$ cat src/sv/polar_joystick_differential_drive_assert.svh
// Assertion helpers used by the drive controller module pjdd_ctrl.
// In synthesis builds the macros expand to nothing.
`ifndef POLAR_JOYSTICK_DIFFERENTIAL_DRIVE_ASSERT_SVH
`define POLAR_JOYSTICK_DIFFERENTIAL_DRIVE_ASSERT_SVH

`ifndef SYNTHESIS

// Check that expr holds at every clock edge out of reset.
`define PJDD_ASSERT(lbl, clk, rst_n, expr) \
    lbl: assert property (@(posedge clk) disable iff (!rst_n) (expr)) \
        else $error("assertion failed");

// Check that cons holds in the cycle after ante.
`define PJDD_ASSERT_NEXT(lbl, clk, rst_n, ante, cons) \
    lbl: assert property (@(posedge clk) disable iff (!rst_n) (ante) |=> (cons)) \
        else $error("assertion failed");

`else

`define PJDD_ASSERT(lbl, clk, rst_n, expr)
`define PJDD_ASSERT_NEXT(lbl, clk, rst_n, ante, cons)

`endif

`endif

$ cat src/sv/pjdd_pkg.sv
package pjdd_pkg;

    // Angle and trig table geometry
    localparam int ANGLE_STEPS    = 360;
    localparam int QUARTER_STEPS  = ANGLE_STEPS / 4;
    localparam int TRIG_FRAC_BITS = 16;
    localparam int TRIG_W         = TRIG_FRAC_BITS + 1;
    localparam longint unsigned PI_Q30 = 64'd3373259426;

    // Field widths
    localparam int RADIUS_W  = 7;
    localparam int ANGLE_W   = 9;
    localparam int SPEED_W   = 8;
    localparam int IDLE_W    = 16;
    localparam int AXIS_W    = 8;   // signed x, y in -100..100
    localparam int MIX_MAG_W = 8;   // |y +- x| up to 200

    localparam logic [RADIUS_W-1:0] RADIUS_MAX = RADIUS_W'(100);
    localparam logic [SPEED_W-1:0]  SPEED_MAX  = '1;
    localparam logic [IDLE_W-1:0]   IDLE_MAX   = '1;

    // 255/100 as multiply by 167127 then shift by 16, exact for |v| <= 200
    localparam int MIX_RECIP   = 167127;
    localparam int MIX_SHIFT   = 16;
    localparam int MIX_RECIP_W = 18;
    localparam int MIX_PROD_W  = MIX_MAG_W + MIX_RECIP_W;
    localparam int MIX_Q_W     = MIX_PROD_W - MIX_SHIFT;

    // Configuration register indexes
    localparam logic REG_TIMEOUT  = 1'b0;
    localparam logic REG_OBSTACLE = 1'b1;

    typedef enum logic [2:0] {
        S_IDLE,
        S_COS,
        S_SIN,
        S_MIX,
        S_DONE
    } t_state;

    typedef struct packed {
        logic capture;
        logic calc_x;
        logic calc_y;
        logic mix;
        logic commit;
    } t_dp_cmd;

    typedef logic [TRIG_W-1:0] t_sin_quarter [0:QUARTER_STEPS];

    typedef struct packed {
        logic                     neg;
        logic [ANGLE_W-1:0]       base;
    } t_fold;

    // Quarter-wave sine table, rounded from a Q30 Taylor series
    function automatic t_sin_quarter build_sin_quarter();
        t_sin_quarter    rom;
        longint unsigned x;
        longint unsigned x2;
        longint unsigned term;
        longint          sum;
        longint          v;
        for (int d = 0; d <= QUARTER_STEPS; d++) begin
            x    = (longint'(d) * 2 * PI_Q30 + ANGLE_STEPS / 2) / ANGLE_STEPS;
            x2   = (x * x) >> 30;
            term = x;
            sum  = longint'(x);
            // alternate the odd-power terms; past the tenth they are zero in Q30
            term = ((term * x2) >> 30) / 64'd6;
            sum  = sum - longint'(term);
            term = ((term * x2) >> 30) / 64'd20;
            sum  = sum + longint'(term);
            term = ((term * x2) >> 30) / 64'd42;
            sum  = sum - longint'(term);
            term = ((term * x2) >> 30) / 64'd72;
            sum  = sum + longint'(term);
            term = ((term * x2) >> 30) / 64'd110;
            sum  = sum - longint'(term);
            term = ((term * x2) >> 30) / 64'd156;
            sum  = sum + longint'(term);
            term = ((term * x2) >> 30) / 64'd210;
            sum  = sum - longint'(term);
            term = ((term * x2) >> 30) / 64'd272;
            sum  = sum + longint'(term);
            term = ((term * x2) >> 30) / 64'd342;
            sum  = sum - longint'(term);
            term = ((term * x2) >> 30) / 64'd420;
            sum  = sum + longint'(term);
            if (sum < 0) begin
                sum = 0;
            end
            v = (sum + (longint'(1) << (29 - TRIG_FRAC_BITS))) >>> (30 - TRIG_FRAC_BITS);
            rom[d] = TRIG_W'(v);
        end
        return rom;
    endfunction

    localparam t_sin_quarter SIN_QUARTER = build_sin_quarter();

    // Map an angle 0..359 onto the first quadrant and a sign
    function automatic t_fold fold_angle(input logic [ANGLE_W-1:0] a);
        t_fold f;
        if (a <= ANGLE_W'(QUARTER_STEPS)) begin
            f.neg  = 1'b0;
            f.base = a;
        end else if (a <= ANGLE_W'(2 * QUARTER_STEPS)) begin
            f.neg  = 1'b0;
            f.base = ANGLE_W'(2 * QUARTER_STEPS) - a;
        end else if (a <= ANGLE_W'(3 * QUARTER_STEPS)) begin
            f.neg  = 1'b1;
            f.base = a - ANGLE_W'(2 * QUARTER_STEPS);
        end else begin
            f.neg  = 1'b1;
            f.base = ANGLE_W'(ANGLE_STEPS) - a;
        end
        return f;
    endfunction

endpackage

$ cat src/sv/pjdd_ctrl.sv
`include "polar_joystick_differential_drive_assert.svh"

module pjdd_ctrl (
    input  logic              i_clk,
    input  logic              i_rst_n,
    input  logic              i_in_valid,
    output logic              o_in_ready,
    output logic              o_out_valid,
    input  logic              i_out_ready,
    output pjdd_pkg::t_dp_cmd o_cmd
);
    import pjdd_pkg::*;

    t_state r_state;
    t_state n_state;
    logic   r_out_valid;
    logic   n_out_valid;
    logic   out_free;

    assign out_free    = !r_out_valid || i_out_ready;
    assign o_out_valid = r_out_valid;

    // Hold state and result valid
    always_ff @(posedge i_clk) begin
        if (!i_rst_n) begin
            r_state     <= S_IDLE;
            r_out_valid <= 1'b0;
        end else begin
            r_state     <= n_state;
            r_out_valid <= n_out_valid;
        end
    end

    // Sequence one beat through capture, two products, mix and commit
    always_comb begin
        n_state     = r_state;
        o_cmd       = '0;
        o_in_ready  = 1'b0;
        n_out_valid = r_out_valid && !i_out_ready;
        unique case (r_state)
            S_IDLE: begin
                o_in_ready  = 1'b1;
                o_cmd.capture = i_in_valid;
                if (i_in_valid) begin
                    n_state = S_COS;
                end
            end
            S_COS: begin
                o_cmd.calc_x = 1'b1;
                n_state      = S_SIN;
            end
            S_SIN: begin
                o_cmd.calc_y = 1'b1;
                n_state      = S_MIX;
            end
            S_MIX: begin
                o_cmd.mix = 1'b1;
                n_state   = S_DONE;
            end
            S_DONE: begin
                if (out_free) begin
                    o_cmd.commit = 1'b1;
                    n_out_valid  = 1'b1;
                    n_state      = S_IDLE;
                end
            end
            default: begin
                n_state = S_IDLE;
            end
        endcase
    end

    `PJDD_ASSERT(a_cmd_onehot, i_clk, i_rst_n, $onehot0(o_cmd))
    `PJDD_ASSERT_NEXT(a_accept_starts, i_clk, i_rst_n, i_in_valid && o_in_ready, r_state == S_COS)
    `PJDD_ASSERT_NEXT(a_commit_shows, i_clk, i_rst_n, o_cmd.commit, r_out_valid && r_state == S_IDLE)
    `PJDD_ASSERT_NEXT(a_done_holds, i_clk, i_rst_n, r_state == S_DONE && !out_free, r_state == S_DONE && r_out_valid)

endmodule

$ cat src/sv/pjdd_datapath.sv
module pjdd_datapath (
    input  logic                             i_clk,
    input  logic                             i_rst_n,
    input  pjdd_pkg::t_dp_cmd                i_cmd,
    input  logic                             i_command_valid,
    input  logic [pjdd_pkg::RADIUS_W-1:0]    i_radius_percent,
    input  logic [pjdd_pkg::ANGLE_W-1:0]     i_angle_degrees,
    input  logic                             i_antenna_left,
    input  logic                             i_antenna_right,
    input  logic [pjdd_pkg::IDLE_W-1:0]      i_timeout_ticks,
    input  logic                             i_obstacle_enable,
    output logic [pjdd_pkg::SPEED_W-1:0]     o_left_speed_out,
    output logic [pjdd_pkg::SPEED_W-1:0]     o_right_speed_out,
    output logic                             o_left_reverse,
    output logic                             o_right_reverse
);
    import pjdd_pkg::*;

    // Captured beat
    logic                r_cmd;
    logic [RADIUS_W-1:0] r_radius;
    logic [ANGLE_W-1:0]  r_angle;
    logic                r_ant_l;
    logic                r_ant_r;

    // Products and mix results
    logic signed [AXIS_W-1:0] r_x;
    logic signed [AXIS_W-1:0] r_y;
    logic [SPEED_W-1:0]       r_mix_ls;
    logic [SPEED_W-1:0]       r_mix_rs;
    logic                     r_mix_ldir;
    logic                     r_mix_rdir;

    // Held drive state
    logic [SPEED_W-1:0] r_left_speed;
    logic [SPEED_W-1:0] r_right_speed;
    logic               r_left_dir;
    logic               r_right_dir;
    logic [IDLE_W-1:0]  r_idle;

    logic [SPEED_W-1:0] n_left_speed;
    logic [SPEED_W-1:0] n_right_speed;
    logic               n_left_dir;
    logic               n_right_dir;
    logic [IDLE_W-1:0]  n_idle;

    logic [ANGLE_W:0]                 cos_sum;
    logic [ANGLE_W-1:0]               cos_angle;
    t_fold                            fold;
    logic [TRIG_W-1:0]                trig_mag;
    logic [RADIUS_W+TRIG_W-1:0]       prod;
    logic [RADIUS_W-1:0]              prod_mag;
    logic signed [AXIS_W-1:0]         axis_val;

    logic signed [AXIS_W:0]           sum_lv;
    logic signed [AXIS_W:0]           sum_rv;
    logic [MIX_MAG_W-1:0]             mag_l;
    logic [MIX_MAG_W-1:0]             mag_r;
    logic [MIX_PROD_W-1:0]            scaled_l;
    logic [MIX_PROD_W-1:0]            scaled_r;
    logic [MIX_Q_W-1:0]               q_l;
    logic [MIX_Q_W-1:0]               q_r;
    logic [SPEED_W-1:0]               sat_l;
    logic [SPEED_W-1:0]               sat_r;
    logic                             dir_l;
    logic                             dir_r;
    logic [SPEED_W-1:0]               mix_ls;
    logic [SPEED_W-1:0]               mix_rs;

    // Pick the cosine or sine angle for the shared product
    always_comb begin
        cos_sum = {1'b0, r_angle} + (ANGLE_W+1)'(QUARTER_STEPS);
        if (cos_sum >= (ANGLE_W+1)'(ANGLE_STEPS)) begin
            cos_sum = cos_sum - (ANGLE_W+1)'(ANGLE_STEPS);
        end
        cos_angle = cos_sum[ANGLE_W-1:0];
        fold      = fold_angle(i_cmd.calc_x ? cos_angle : r_angle);
        trig_mag  = SIN_QUARTER[fold.base[6:0]];
        prod      = r_radius * trig_mag;
        prod_mag  = prod[TRIG_FRAC_BITS +: RADIUS_W];
        if (fold.neg) begin
            axis_val = -$signed({1'b0, prod_mag});
        end else begin
            axis_val = $signed({1'b0, prod_mag});
        end
    end

    // Mix x and y into two sides, scale by 255/100 and clamp
    always_comb begin
        sum_lv   = (AXIS_W+1)'(r_y) + (AXIS_W+1)'(r_x);
        sum_rv   = (AXIS_W+1)'(r_y) - (AXIS_W+1)'(r_x);
        mag_l    = sum_lv[AXIS_W] ? MIX_MAG_W'(-sum_lv) : MIX_MAG_W'(sum_lv);
        mag_r    = sum_rv[AXIS_W] ? MIX_MAG_W'(-sum_rv) : MIX_MAG_W'(sum_rv);
        scaled_l = mag_l * MIX_RECIP_W'(MIX_RECIP);
        scaled_r = mag_r * MIX_RECIP_W'(MIX_RECIP);
        q_l      = scaled_l[MIX_PROD_W-1:MIX_SHIFT];
        q_r      = scaled_r[MIX_PROD_W-1:MIX_SHIFT];
        sat_l    = (q_l > MIX_Q_W'(SPEED_MAX)) ? SPEED_MAX : q_l[SPEED_W-1:0];
        sat_r    = (q_r > MIX_Q_W'(SPEED_MAX)) ? SPEED_MAX : q_r[SPEED_W-1:0];
        dir_l    = !(sum_lv > 0);
        dir_r    = !(sum_rv > 0);
        // swap speeds when driving backward
        if (r_y < 0) begin
            mix_ls = sat_r;
            mix_rs = sat_l;
        end else begin
            mix_ls = sat_l;
            mix_rs = sat_r;
        end
        // pivot: stop the side that faces the turn
        if (dir_l != dir_r) begin
            if (r_x > 0) begin
                mix_rs = '0;
            end else begin
                mix_ls = '0;
            end
        end
    end

    // Update held state with idle timeout and obstacle stop
    always_comb begin
        if (r_cmd) begin
            n_idle        = '0;
            n_left_speed  = r_mix_ls;
            n_right_speed = r_mix_rs;
            n_left_dir    = r_mix_ldir;
            n_right_dir   = r_mix_rdir;
        end else begin
            n_idle        = (r_idle == IDLE_MAX) ? r_idle : r_idle + 1'b1;
            n_left_speed  = r_left_speed;
            n_right_speed = r_right_speed;
            n_left_dir    = r_left_dir;
            n_right_dir   = r_right_dir;
        end
        if (n_idle > i_timeout_ticks) begin
            n_left_speed  = '0;
            n_right_speed = '0;
        end
        if (i_obstacle_enable && (r_ant_l || r_ant_r)) begin
            if (!n_left_dir) begin
                n_left_speed = '0;
            end
            if (!n_right_dir) begin
                n_right_speed = '0;
            end
        end
    end

    // Capture the beat and run the datapath steps
    always_ff @(posedge i_clk) begin
        if (i_cmd.capture) begin
            r_cmd    <= i_command_valid;
            r_radius <= (i_radius_percent > RADIUS_MAX) ? RADIUS_MAX : i_radius_percent;
            r_angle  <= (i_angle_degrees >= ANGLE_W'(ANGLE_STEPS))
                        ? i_angle_degrees - ANGLE_W'(ANGLE_STEPS) : i_angle_degrees;
            r_ant_l  <= i_antenna_left;
            r_ant_r  <= i_antenna_right;
        end
        if (i_cmd.calc_x) begin
            r_x <= axis_val;
        end
        if (i_cmd.calc_y) begin
            r_y <= axis_val;
        end
        if (i_cmd.mix) begin
            r_mix_ls   <= mix_ls;
            r_mix_rs   <= mix_rs;
            r_mix_ldir <= dir_l;
            r_mix_rdir <= dir_r;
        end
    end

    // Hold drive state
    always_ff @(posedge i_clk) begin
        if (!i_rst_n) begin
            r_left_speed  <= '0;
            r_right_speed <= '0;
            r_left_dir    <= 1'b0;
            r_right_dir   <= 1'b0;
            r_idle        <= '0;
        end else if (i_cmd.commit) begin
            r_left_speed  <= n_left_speed;
            r_right_speed <= n_right_speed;
            r_left_dir    <= n_left_dir;
            r_right_dir   <= n_right_dir;
            r_idle        <= n_idle;
        end
    end

    assign o_left_speed_out  = r_left_speed;
    assign o_right_speed_out = r_right_speed;
    assign o_left_reverse    = r_left_dir;
    assign o_right_reverse   = r_right_dir;

endmodule

$ cat src/sv/polar_joystick_differential_drive.sv
// Joystick-to-differential-drive mixer. Each input beat is one control tick; when it
// carries a command, radius and angle are turned into x and y through a quarter-wave
// sine table and mixed into left and right duty values with direction bits, which are
// then held until the next command. A no-command timeout and the antenna obstacle stop
// can force held speeds to zero. After the capture at the accepting edge, the states
// S_COS, S_SIN, S_MIX and S_DONE form the x product, the y product, the mix and the
// commit in turn, and the commit waits while an earlier result is still held. One
// shared radius multiplier and one table read serve x and y in turn. The next beat is
// accepted in the cycle after the commit, also while the result still waits, so a new
// beat is taken only once the last one has been committed.
// Registers (APB, byte address): 0x0 timeout_ticks (reset 250), 0x4 obstacle_enable.
module polar_joystick_differential_drive (
    input  logic        i_clk,
    input  logic        i_rst_n,
    // input channel
    input  logic        i_in_valid,
    output logic        o_in_ready,
    input  logic        i_command_valid,
    input  logic [6:0]  i_radius_percent,
    input  logic [8:0]  i_angle_degrees,
    input  logic        i_antenna_left,
    input  logic        i_antenna_right,
    // result channel
    output logic        o_out_valid,
    input  logic        i_out_ready,
    output logic [7:0]  o_left_speed_out,
    output logic [7:0]  o_right_speed_out,
    output logic        o_left_reverse,
    output logic        o_right_reverse,
    // configuration
    input  logic        psel,
    input  logic        penable,
    input  logic        pwrite,
    input  logic [2:0]  paddr,
    input  logic [31:0] pwdata,
    output logic [31:0] prdata,
    output logic        pready
);
    import pjdd_pkg::*;

    logic [IDLE_W-1:0] r_timeout_ticks;
    logic              r_obstacle_enable;
    logic              reg_sel;
    t_dp_cmd           cmd;

    assign pready  = 1'b1;
    assign reg_sel = paddr[2];

    // Write configuration registers
    always_ff @(posedge i_clk) begin
        if (!i_rst_n) begin
            r_timeout_ticks   <= IDLE_W'(250);
            r_obstacle_enable <= 1'b0;
        end else if (psel && penable && pwrite) begin
            unique case (reg_sel)
                REG_TIMEOUT:  r_timeout_ticks   <= pwdata[IDLE_W-1:0];
                REG_OBSTACLE: r_obstacle_enable <= pwdata[0];
                default: ;
            endcase
        end
    end

    // Read back configuration registers
    always_comb begin
        unique case (reg_sel)
            REG_TIMEOUT:  prdata = {{(32-IDLE_W){1'b0}}, r_timeout_ticks};
            REG_OBSTACLE: prdata = {31'b0, r_obstacle_enable};
            default:      prdata = '0;
        endcase
    end

    pjdd_ctrl u_ctrl (
        .i_clk       (i_clk),
        .i_rst_n     (i_rst_n),
        .i_in_valid  (i_in_valid),
        .o_in_ready  (o_in_ready),
        .o_out_valid (o_out_valid),
        .i_out_ready (i_out_ready),
        .o_cmd       (cmd)
    );

    pjdd_datapath u_datapath (
        .i_clk             (i_clk),
        .i_rst_n           (i_rst_n),
        .i_cmd             (cmd),
        .i_command_valid   (i_command_valid),
        .i_radius_percent  (i_radius_percent),
        .i_angle_degrees   (i_angle_degrees),
        .i_antenna_left    (i_antenna_left),
        .i_antenna_right   (i_antenna_right),
        .i_timeout_ticks   (r_timeout_ticks),
        .i_obstacle_enable (r_obstacle_enable),
        .o_left_speed_out  (o_left_speed_out),
        .o_right_speed_out (o_right_speed_out),
        .o_left_reverse    (o_left_reverse),
        .o_right_reverse   (o_right_reverse)
    );

endmodule
$ cat config.mk
export PLATFORM = sky130hd
export DESIGN_NAME = polar_joystick_differential_drive
export DESIGN_NICKNAME = d
export VERILOG_FILES = /design/src/sv/pjdd_pkg.sv /design/src/sv/pjdd_ctrl.sv /design/src/sv/pjdd_datapath.sv /design/src/sv/polar_joystick_differential_drive.sv
export VERILOG_INCLUDE_DIRS = /design/src /design/src/sv
export SDC_FILE = /design/constraint.sdc
export NUM_CORES = 1
export LEC_CHECK = 0
export ABC_AREA = 0
export BUFFER_PORTS_ARGS = -buffer_cell sky130_fd_sc_hd__buf_4
export CAP_MARGIN = 20
export CORE_AREA = 2 2 174 176
export CTS_CLUSTER_SIZE = 12
export DETAILED_ROUTE_END_ITERATION = 16
export DIE_AREA = 0 0 176 178
export MAX_ROUTING_LAYER = met4
export PLACE_DENSITY_LB_ADDON = 0.1
export SLEW_MARGIN = 20
export SYNTH_ARGS = -nofsm -noshare
export SYNTH_HDL_FRONTEND = slang
export SYNTH_HIERARCHICAL = 1
export SYNTH_SLANG_ARGS = --single-unit
$ cat constraint.sdc
create_clock -name i_clk -period 10 [get_ports i_clk]
set_input_delay 1 -clock i_clk [delete_from_list [all_inputs] [get_ports i_clk]]
set_output_delay 1 -clock i_clk [all_outputs]
set_load 0.05 [all_outputs]
==> metrics <==
WHS Path Cells=2; worst-margin pin slew=1.067 ns; vias per inst=5.831; sequential cell area fraction in the yosys report=0.1596; vias in the first global route=14270; Fillers=2507; Ant. Diodes=0; MaxCap Viol Count=0; Routed wire per std cell=17.44 microns; DRC viols=0; Vert. Die Dim=178 microns; gr usage total=0.2852; final wirelength=43.49 mm; cts hold-fix bufs=0; Worst path slowest cell=fa_1; worst-path fanout max=7; Unique masters post-synth=108; reg2reg setup slack=0.32 ns; DPL Wire Length=33.79 mm; Ys Warns=6; crit-path max cell delay=0.55 ns; Cell Area, Placed=0.01839 sq mm; Site Rows=63; Worst Reg-to-Reg Cells=38; final worst-path cycle share=0.9680; full die area=0.03133 sq mm; GRT overflow=0; Max H-tree Level=3; largest net degree at the start of global routing=73; Max clock buf depth=2; Fmax=103.3 MHz; Synth Cell Area=0.01687 sq mm; Avg Synthesized Cell Area=8.640 sq um; Area growth, synth to finish=15.43%; ys async rst share=0; remaining antenna violation count=0; CP dominant cell by count=fa_1; share of cells above drive strength 1=0.1773; status=complete, no violations; Fin Setup TNS=0 ns; Reg2Reg Capture Point=u_datapath/r_y[6]$_DFFE_PP_; largest registers=r_timeout_ticks x16, u_datapath/r_idle x16, u_datapath/r_angle x9; initial antenna violation count=0; crit start category=flip-flop; Post-Synthesis Cells=1953; Starting Density=0.5739; routed vias=14540; Horiz. Die Dim=176 microns; cts bufs inserted=9; Setup crit end kind=flip-flop; core area=0.02940 sq mm; nets=2517; CP Class=flip-flop to flip-flop; drt initial violations=1028; Post-synth EDFFs=53; crit path time final=9.680 ns; Final Skew=0.01468 ns; Clock Sink Count=108; Placer Congestion=0.9611; first-pass GRT wire length=70.55 mm; final core occ=0.6625; I/O Buffers=78; hold crit path type=flip-flop to flip-flop; Worst R2R Start=u_datapath/r_angle[1]$_DFFE_PP_; clock latency reported for the late side of the worst-skew pair=0.35 ns; Synth Register Bits=108; Finished Cell Area=0.01948 sq mm; Slew Limit Fails=0; final setup vio count=0; Crit path required time=10.08 ns; Hold Path Origin=r_timeout_ticks[8]$_SDFFE_PN0P_; ys flop type=dfxtp_1; Root Driver=clkbuf_16; drt pass-1 iters=6; Hold Violations, Final=0; Slew headroom=0.2828; CTS tree=yes; CP arrival=9.76 ns; Hold Path End=r_timeout_ticks[8]$_SDFFE_PN0P_; Clock Pin Slew Worst Setup and Hold Paths=0.08 ns; IO Pins=114
metrics by stage:
| step | hold WS [ns] | setup slack, ns | std cells |
|---|---|---|---|
| after floorplan | 0.4432 | 0.003877 | 1968 |
| after global placement | 0.4554 | 0.06954 | 2442 |
| after detailed placement | 0.4621 | 0.02759 | 2442 |
| after CTS | 0.4735 | 0.01260 | 2458 |
| after global routing | 0.4969 | -0.06959 | 2494 |
| final | 0.4713 | 0.3198 | 2494 |
Yosys cell counts (6+ instances only):
cell type	number	area, sq um
edfxtp_1	53	1592
a22oi_1	21	157.7
o21bai_1	9	67.56
o31ai_1	8	60.06
nor2b_1	69	431.7
nand2_1	156	585.6
o221ai_1	12	105.1
nor3b_1	8	60.06
fa_1	136	2723
ha_1	221	2765
nand2b_1	18	112.6
a21boi_0	9	67.56
inv_1	247	927.1
clkbuf_1	64	240.2
nand4_1	8	50.05
o211ai_1	18	135.1
buf_4	18	135.1
nor2_1	125	469.2
or3_1	7	43.79
xor2_1	31	271.5
o21ai_0	85	425.4
buf_1	13	48.80
and2_1	60	375.4
a211o_1	9	78.83
mux2i_1	40	400.4
a31oi_1	20	125.1
nor3_1	25	125.1
nand3b_1	8	60.06
a21oi_1	85	425.4
and3_1	8	50.05
a211oi_1	14	105.1
o21a_1	19	142.6
nor4_1	6	37.54
a21o_1	9	67.56
nand3_1	46	230.2
xnor2_1	50	437.9
dfxtp_1	55	1101
a221oi_1	17	148.9
a41oi_1	6	52.55
or2_2	8	50.05
worst max path at each step:
stage | start | endpoint | slack, ns
final | u_datapath/r_angle[1]$_DFFE_PP_ | u_datapath/r_y[6]$_DFFE_PP_ | 0.32
after global placement | u_datapath/r_angle[1]$_DFFE_PP_ | u_datapath/r_x[6]$_DFFE_PP_ | 0.07
after floorplan | u_datapath/r_angle[2]$_DFFE_PP_ | u_datapath/r_x[6]$_DFFE_PP_ | 0.004
after detailed placement | u_datapath/r_angle[1]$_DFFE_PP_ | u_datapath/r_y[6]$_DFFE_PP_ | 0.03
after global routing | u_datapath/r_angle[1]$_DFFE_PP_ | u_datapath/r_y[6]$_DFFE_PP_ | -0.07
after CTS | u_datapath/r_angle[1]$_DFFE_PP_ | u_datapath/r_y[6]$_DFFE_PP_ | 0.01
cell families after synthesis:
kind of cell | after synthesis | share of synthesized area
and+or+nand+nor | 586 | 0.1780
AOI/OAI and AO/OA | 414 | 0.1743
adders and majority gates | 357 | 0.3252
buffers and inverters | 354 | 0.08616
DFF | 108 | 0.1596
xor gates and xnor gates | 85 | 0.04657
muxes | 47 | 0.02973
other | 2 | 0.0004451
per-layer routing:
layer	part of all wire	GRT usage	vias up	routed length, microns
met3	0.036	0.01854	119	1556
li1	-	-	6999	-
met2	0.50	0.4987	407	21810
met4	0.039	0.1116	0	1687
met5	0	-	-	0
met1	0.42	0.3468	7017	18430
timing repair:
item                                    in CTS  in global routing
pin swaps                                    1                 53
gates cloned                                 0                  1
endpoints found under the setup margin       4                 14
resized for setup                            0                115
buffers inserted                             0                 35
layout by cell type, fill, tap and decap left out, types with 20 or more instances in the layout:
| master | instances |
|---|---|
| fa_1 | 136 |
| ha_1 | 210 |
| xnor2_1 | 48 |
| edfxtp_1 | 53 |
| a21oi_1 | 75 |
| dfxtp_1 | 55 |
| nand2_1 | 150 |
| nand3_1 | 44 |
| xor2_1 | 31 |
| mux2i_1 | 39 |
| nor3_1 | 24 |
| a31oi_1 | 20 |
| nor2_1 | 119 |
| inv_1 | 242 |
| o21ai_0 | 72 |
| nor2b_1 | 68 |
| a22oi_1 | 21 |
| buf_4 | 210 |
| and2_1 | 54 |
worst max-delay path: cells and delay by family (launching register included):
family	cells	cell delay, ns
mux	2	0.84
simple gates	7	1.83
buf+inv	6	0.59
fa+ha+maj	6	2.47
flops	1	0.42
compound gates	15	2.93
xor+xnor	2	0.27
cell type report:
type                    instances  area (sq um)  share of cell area
clock buffers                  11         232.7             0.01195
well taps                     390         488.0             0.02505
flip-flops and latches        108          2693              0.1382
repair buffers                225          1794             0.09212
clock inverters                 5         67.56            0.003469
multi-input cells            1506         13250              0.6802
inverters                     249         953.4             0.04895
Power is not shown: default switching activity piles up to over one toggle a cycle in this logic, so the estimate is an artifact.
